File: src/rtl/assert_macros.svh
// Assertion macros used by the RTL datapath module. Each expects clk and rst_n in scope.
`ifndef ASSERT_MACROS_SVH
`define ASSERT_MACROS_SVH

// The consequent must hold in the same cycle as the antecedent.
`define ASSERT_SAME(label, ante, cons, msg) \
  label: assert property (@(posedge clk) disable iff (!rst_n) (ante) |-> (cons)) \
    else $error(msg);

// The consequent must hold in the cycle after the antecedent.
`define ASSERT_NEXT(label, ante, cons, msg) \
  label: assert property (@(posedge clk) disable iff (!rst_n) (ante) |=> (cons)) \
    else $error(msg);

`endif

File: src/rtl/mlpm_pkg.sv
package mlpm_pkg;

  localparam int unsigned BYTE_W   = 8;
  localparam int unsigned FS_W     = 8;
  localparam int unsigned STATUS_W = 3;
  localparam int unsigned OFF_W    = 7;
  localparam int unsigned PLEN_W   = 12;

  localparam logic [PLEN_W-1:0] MAX_PATH_BYTES = 12'd4095;
  localparam logic [BYTE_W-1:0] SLASH_BYTE     = 8'h2F;

  typedef logic [STATUS_W-1:0] status_t;

  localparam status_t ST_ADDED     = 3'd0;
  localparam status_t ST_FULL      = 3'd1;
  localparam status_t ST_MNT_LONG  = 3'd2;
  localparam status_t ST_MATCHED   = 3'd3;
  localparam status_t ST_NO_MATCH  = 3'd4;
  localparam status_t ST_PATH_LONG = 3'd5;

  typedef struct packed {
    logic              kind;
    logic [BYTE_W-1:0] path_byte;
    logic              last;
    logic [FS_W-1:0]   fs_id;
  } in_item_t;

  typedef struct packed {
    status_t           status;
    logic [FS_W-1:0]   matched_fs;
    logic [OFF_W-1:0]  subpath_offset;
    logic [PLEN_W-1:0] subpath_length;
  } out_item_t;

  typedef struct packed {
    logic    take_byte;
    logic    clear_scan;
    logic    issue_rd;
    logic    wr_row;
    logic    load_out;
    status_t res_code;
  } ctrl_cmd_t;

  typedef struct packed {
    logic full;
    logic too_long;
    logic ovf;
    logic count_zero;
    logic scan_done;
    logic found;
    logic out_busy;
  } dp_sts_t;

endpackage

File: src/rtl/mlpm_ctrl.sv
module mlpm_ctrl (
  input  logic                  clk,
  input  logic                  rst_n,
  input  logic                  in_valid,
  input  logic                  in_last,
  input  logic                  in_kind,
  output logic                  in_stall,
  input  mlpm_pkg::dp_sts_t     sts,
  output mlpm_pkg::ctrl_cmd_t   cmd
);

  typedef enum logic [5:0] {
    S_IDLE   = 6'b000001,
    S_ADD    = 6'b000010,
    S_MATCH  = 6'b000100,
    S_SCAN   = 6'b001000,
    S_DRAIN  = 6'b010000,
    S_RESULT = 6'b100000
  } state_t;

  state_t            state_r, state_nxt;
  mlpm_pkg::status_t res_r, res_nxt;

  always_comb begin
    state_nxt      = state_r;
    res_nxt        = res_r;
    cmd            = '0;
    cmd.res_code   = res_r;
    in_stall       = 1'b1;
    unique case (state_r)
      S_IDLE: begin
        in_stall      = 1'b0;
        cmd.take_byte = in_valid;
        if (in_valid && in_last) begin
          state_nxt = in_kind ? S_MATCH : S_ADD;
        end
      end
      S_ADD: begin
        state_nxt = S_RESULT;
        priority if (sts.full) begin
          res_nxt = mlpm_pkg::ST_FULL;
        end else if (sts.too_long) begin
          res_nxt = mlpm_pkg::ST_MNT_LONG;
        end else begin
          res_nxt    = mlpm_pkg::ST_ADDED;
          cmd.wr_row = 1'b1;
        end
      end
      S_MATCH: begin
        if (sts.ovf) begin
          res_nxt   = mlpm_pkg::ST_PATH_LONG;
          state_nxt = S_RESULT;
        end else begin
          res_nxt        = mlpm_pkg::ST_NO_MATCH;
          cmd.clear_scan = 1'b1;
          state_nxt      = sts.count_zero ? S_RESULT : S_SCAN;
        end
      end
      S_SCAN: begin
        cmd.issue_rd = 1'b1;
        if (sts.scan_done) begin
          state_nxt = S_DRAIN;
        end
      end
      S_DRAIN: begin
        state_nxt = S_RESULT;
      end
      S_RESULT: begin
        if (res_r == mlpm_pkg::ST_NO_MATCH && sts.found) begin
          cmd.res_code = mlpm_pkg::ST_MATCHED;
        end
        if (!sts.out_busy) begin
          cmd.load_out = 1'b1;
          state_nxt    = S_IDLE;
        end
      end
      default: begin
        state_nxt = S_IDLE;
      end
    endcase
  end

  always_ff @(posedge clk) begin
    if (!rst_n) begin
      state_r <= S_IDLE;
      res_r   <= mlpm_pkg::ST_ADDED;
    end else begin
      state_r <= state_nxt;
      res_r   <= res_nxt;
    end
  end

endmodule

File: config.mk
export PLATFORM = sky130hd
export DESIGN_NAME = mlpm_ctrl
export DESIGN_NICKNAME = d
export VERILOG_FILES = /design/src/rtl/assert_macros.svh /design/src/rtl/mlpm_pkg.sv /design/src/rtl/mlpm_ctrl.sv
export SDC_FILE = /design/constraint.sdc
export NUM_CORES = 1
export LEC_CHECK = 0
export BUFFER_PORTS_ARGS = -buffer_cell sky130_fd_sc_hd__buf_2
export CAP_MARGIN = 20
export CORE_AREA = 4 4 41 43
export DETAILED_ROUTE_END_ITERATION = 10
export DIE_AREA = 0 0 45 47
export PLACE_DENSITY = 0.66
export RECOVER_POWER = 50
export SETUP_SLACK_MARGIN = 0.3
export SLEW_MARGIN = 20
export SYNTH_ARGS = -nofsm -noshare
export SYNTH_HDL_FRONTEND = slang
export SYNTH_SLANG_ARGS = --single-unit
export TNS_END_PERCENT = 50
File: constraint.sdc
create_clock -name clk -period 2.4 [get_ports clk]
set_input_delay 0.48 -clock clk [delete_from_list [all_inputs] [get_ports clk]]
set_output_delay 0.48 -clock clk [all_outputs]
set_load 0.01 [all_outputs]
=== After elaboration in Yosys (flattened, before gate mapping) ===
Index checks and enable logic that the tools add are counted.

* Add/sub/neg operators: 0
* Multipliers: 0
* Divide/modulo/power cells: 0
* Order comparisons: 0
* Equal/unequal tests: 10
* Shift-type cells: 0
* Muxes and demuxes: 22
* Bitwise gates (word level): 0
* Reductions and logical operators: 5

{| class="wikitable"
|+ Operators by type and width
! kind !! number
|-
| 2-to-1 mux 6 bit || 5
|-
| one-hot mux 6 bit (5 select lines) || 1
|-
| 2-to-1 mux 1 bit || 10
|-
| 2-to-1 mux 3 bit || 3
|-
| == test 6 x 1 -> 1 bit (second input constant) || 1
|-
| == test 6 x 2 -> 1 bit (second input constant) || 1
|-
| == test 6 x 3 -> 1 bit (second input constant) || 1
|-
| == test 6 x 4 -> 1 bit (second input constant) || 1
|-
| == test 6 x 5 -> 1 bit (second input constant) || 1
|-
| == test 6 bit (second input constant) || 1
|-
| != test 2 bit (second input constant) || 3
|-
| one-hot mux 3 bit (2 select lines) || 1
|-
| 2-to-1 mux 4 bit || 1
|-
| == test 3 bit (second input constant) || 1
|-
| AND reduction 3 bit || 1
|-
| logical AND 1 bit || 2
|-
| 2-to-1 mux 2 bit || 1
|-
| nonzero test 2 bit || 1
|-
| OR reduction 2 bit || 1
|}

* Flip-flop bits (word level): 9
* Bits in latches: 0
* Bits in writable memories: 0
* Memory bits (read-only): 0
* Output and inout port bits: 9
* Word-level logic and storage cells: 39
* Memories: 0

=== Depth between registers and ports, before layout ===
* Word-level depth: 4
* Gate-level depth with buffers: 4
* Depth with buffers taken out: 4

=== Least setup slack after synthesis ===
OpenSTA, ideal clock, no wires.

* Path kind: register -> output
* Start point: reg state_r[3]
* End point: out cmd[3] (netlist name)
* Data arrival time: 1.196 ns
* Path slack: 0.724 ns
* Cell stages (with the launch flop): 3
* Buffers on the path: 0
* Path through: dfxtp_1 -> nor4_2 -> nor4bb_1

{| class="wikitable"
|+ RTL lines
! element !! line !! text
|-
| start, declared || mlpm_ctrl.sv:21 || <nowiki>state_t state_r, state_nxt;</nowiki>
|-
| start signal, assigned || mlpm_ctrl.sv:88 || <nowiki>state_r <= state_nxt;</nowiki>
|-
| end, declared || mlpm_ctrl.sv:9 || <nowiki>output mlpm_pkg::ctrl_cmd_t cmd</nowiki>
|}

==> summary.txt <==
Detailed routing
  • Avg WL per Cell: 12.0 um
  • Initial DRC Count: 3
  • Final wirelength: 1180 um
  • Final ANT Viol Nets: 0
  • Vias per cell: 5.22
  • Remaining DRCs: 0
  • Router iterations before antenna repair: 3
  • DR vias: 512

Place
  • RePlAce Congestion: 0.794
  • I/O Buffers: 20
  • Dpl ws: 0.589 ns

Critical path
  • Worst path required time: 1.92 ns
  • Crit Reg-Reg Startpoint: state_r[5]
  • Crit path launch: state_r[5]
  • Crit path max fanout: 8
  • Critical setup path kind: flop to primary output
  • Reg-to-reg setup timing slack: 0.88 ns
  • Worst setup EP type: primary output
  • Worst setup SP type: flop
  • CP Data Arrival Time: 1.52 ns

Global route
  • Largest net degree at the start of global routing: 9
  • Total gr overflow: 0
  • Vias in the first global route: 448
  • Gr usage total: 13.1%
  • Initial antenna violation count: 0
  • First-pass GRT wire length: 1940 um

Timing
  • Rel. slew slack: 76.7%
  • Unrepaired setup endpoints after global routing: true
  • Worst-margin pin slew: 0.348 ns
  • Final WS setup: 0.396 ns
  • Max Clk Rate: 0.499 GHz
  • Final setup fails: 0
  • Hold Fails Final Rpt: 0
  • Final setup TNS: 0 ns
  • Slew Limit Fails: 0
  • Clock Skews: 0.00371 ns
  • Final min period: 2.00 ns
  • Tcrit/Tclk final: 83.5%

Yosys
  • Primary FF master, synth: dfxtp_1
  • Dominant cell type by area after synthesis: dfxtp_1
  • Syn Nets: 70
  • Yosys synthesis warning count: 0
  • Post-Syn Area: 507 um^2
  • Post-Syn Area per Cell: 8.74 um^2
  • Syn Inst Count: 58
  • Post-synth top area share: 35.6%
  • Synth area leaders: dfxtp_1 36%, nand2_1 5.2%, nor4_4 4.2%
  • Sequential share of the synthesized area: 35.6%
  • Dominant cell by count in the synthesized netlist: dfxtp_1
  • Count of unique library cells instantiated by Yosys: 30
  • Post-synth EDFFs: 0
  • Synth async-reset ratio: 0%
  • #FFs+latches synth: 9
  • Commonest cells post-synth: 9 x dfxtp_1, 7 x nand2_1

Final layout
  • Ant diodes: 0
  • Filler cell count in the final layout: 141
  • Reg area: 180 um^2
  • Area grow syn2layout: 32.1%
  • Fraction of layout cells with a size suffix above 1: 34.9%
  • Multi-input gate area: 333 um^2
  • Post-route core utilization: 51.4%
  • # nets final: 96

Clock network
  • CTS clk-pin slew, worst paths: 0.06 ns
  • Maximum clock insertion buffer count: 2
  • CTS tree: yes
  • Clock sink total: 9
  • Number of buffers created by CTS: 3
  • Root buf cell: clkbuf_4
  • Hold Buf Count CTS: 0
  • H-tree depth: 1
  • Clock Latency Late Sink: 0.27 ns

Floorplanning
  • Initial core utilization: 38.9%
  • Core Rows: 13
  • Die width: 45 um
  • Core ar.: 0.00130 mm^2
  • Top Ports: 21
  • Die Y-Extent: 47 um
  • Die area: 0.00212 mm^2

Status
  • Outcome: finished, final reports clean

Hold path
  • Hold WC Path Type: input port to flop
  • Hold Startpoint: in_kind

Pwr
  • Static leakage: 0.340 nW
  • Worst VDD drop: 0.000458 V
  • Pwr/cell area: 881 mW/mm^2

Flow run
  • Max-capacitance violation count: 0
==> worst max-delay path: stages, from the launching register on <==
cell and delay (ns):
dfxtp_1 0.41, nor4_4 0.37, nand3b_2 0.17, nor3_1 0.15
buf_2 0.16
==> layer usage <==
| layer | up-vias | wire (um) | GRT usage [%] |
|---|---|---|---|
| met3 | 5 | 58 | 2.30 |
| met5 | - | 0 | 0 |
| met1 | 226 | 552 | 17.2 |
| met4 | 0 | 46 | 12.3 |
| li1 | 266 | - | - |
| met2 | 15 | 519 | 17.8 |
==> final timing paths <==
| check | end | cells after the start |
|---|---|---|
| max reg2reg | res_r[1] | 4 |
| max | cmd[4] | 4 |
| min reg2reg | res_r[1] | 2 |
| min | state_r[1] | 2 |
==> cells by family after synthesis <==
| family | count (synthesis) | share of synthesized area, % |
|---|---|---|
| AND/OR/NAND/NOR | 38 | 50.6 |
| flip-flops | 9 | 35.6 |
| AO/OA/AOI/OAI | 7 | 8.64 |
| buffers and inverters | 2 | 1.48 |
| XOR/XNOR | 1 | 1.73 |
| multiplexers | 1 | 1.98 |
==> layout make-up <==
type | count | area share (%)
multi-input cells | 47 | 49.7
inverters | 2 | 1.12
repair buffers | 21 | 15.5
flip-flops and latches | 9 | 26.9
clock buffers | 4 | 3.93
well taps | 15 | 2.80
==> state kept, by name, indices dropped and copies added, names as in the netlist <==
| name | count |
|---|---|
| state_r | 6 |
| res_r | 3 |
==> placed cells by master, fill, tap and decap left out, drive strengths merged <==
| cell | netlist | layout |
|---|---|---|
| nor4bb | 1 | 1 |
| buf | 0 | 20 |
| nor2b | 1 | 1 |
| nor3 | 3 | 3 |
| nand2b | 3 | 3 |
| or3b | 2 | 2 |
| mux2i | 1 | 1 |
| a31oi | 1 | 1 |
| and2 | 3 | 3 |
| nand3 | 1 | 1 |
| clkbuf | 0 | 5 |
| o21ai | 1 | 1 |
| o211a | 1 | 1 |
| and3 | 3 | 3 |
| a21oi | 3 | 3 |
| nor2 | 3 | 3 |
| nand4 | 1 | 1 |
| nand2 | 7 | 7 |
| inv | 2 | 2 |
| nor4 | 3 | 3 |
| dfxtp | 9 | 9 |
| nand3b | 2 | 2 |
| a211oi | 1 | 1 |
| nor4b | 1 | 1 |
| nor3b | 2 | 2 |
| nand4b | 2 | 2 |
| xor2 | 1 | 1 |
==> power by group <==
group          switching (mW)  internal [mW]  leakage (nW)
Sequential             0.0556          0.177        0.0732
Combinational           0.115          0.124         0.252
Clock                  0.0542         0.0642        0.0150
==> metrics by stage <==
step | instance area [um^2] | hold slack [ns] | instances | total power [mW]
4_1_cts | 659 | 0.385 | 98 | 0.586
6_report | 669 | 0.386 | 98 | 0.590
5_1_grt | 669 | 0.392 | 98 | 0.634
3_3_place_gp | 626 | 0.449 | 93 | 0.462
3_5_place_dp | 626 | 0.451 | 93 | 0.465
2_1_floorplan | 507 | 0.435 | 58 | 0.391
==> timing repair <==
item	CTS	global route
resized for setup	0	2
endpoints found under the hold margin	0	0
cloned	0	0
setup endpoints to repair	1	6
setup buffers	1	0
Power figures use the tool's default switching activity.
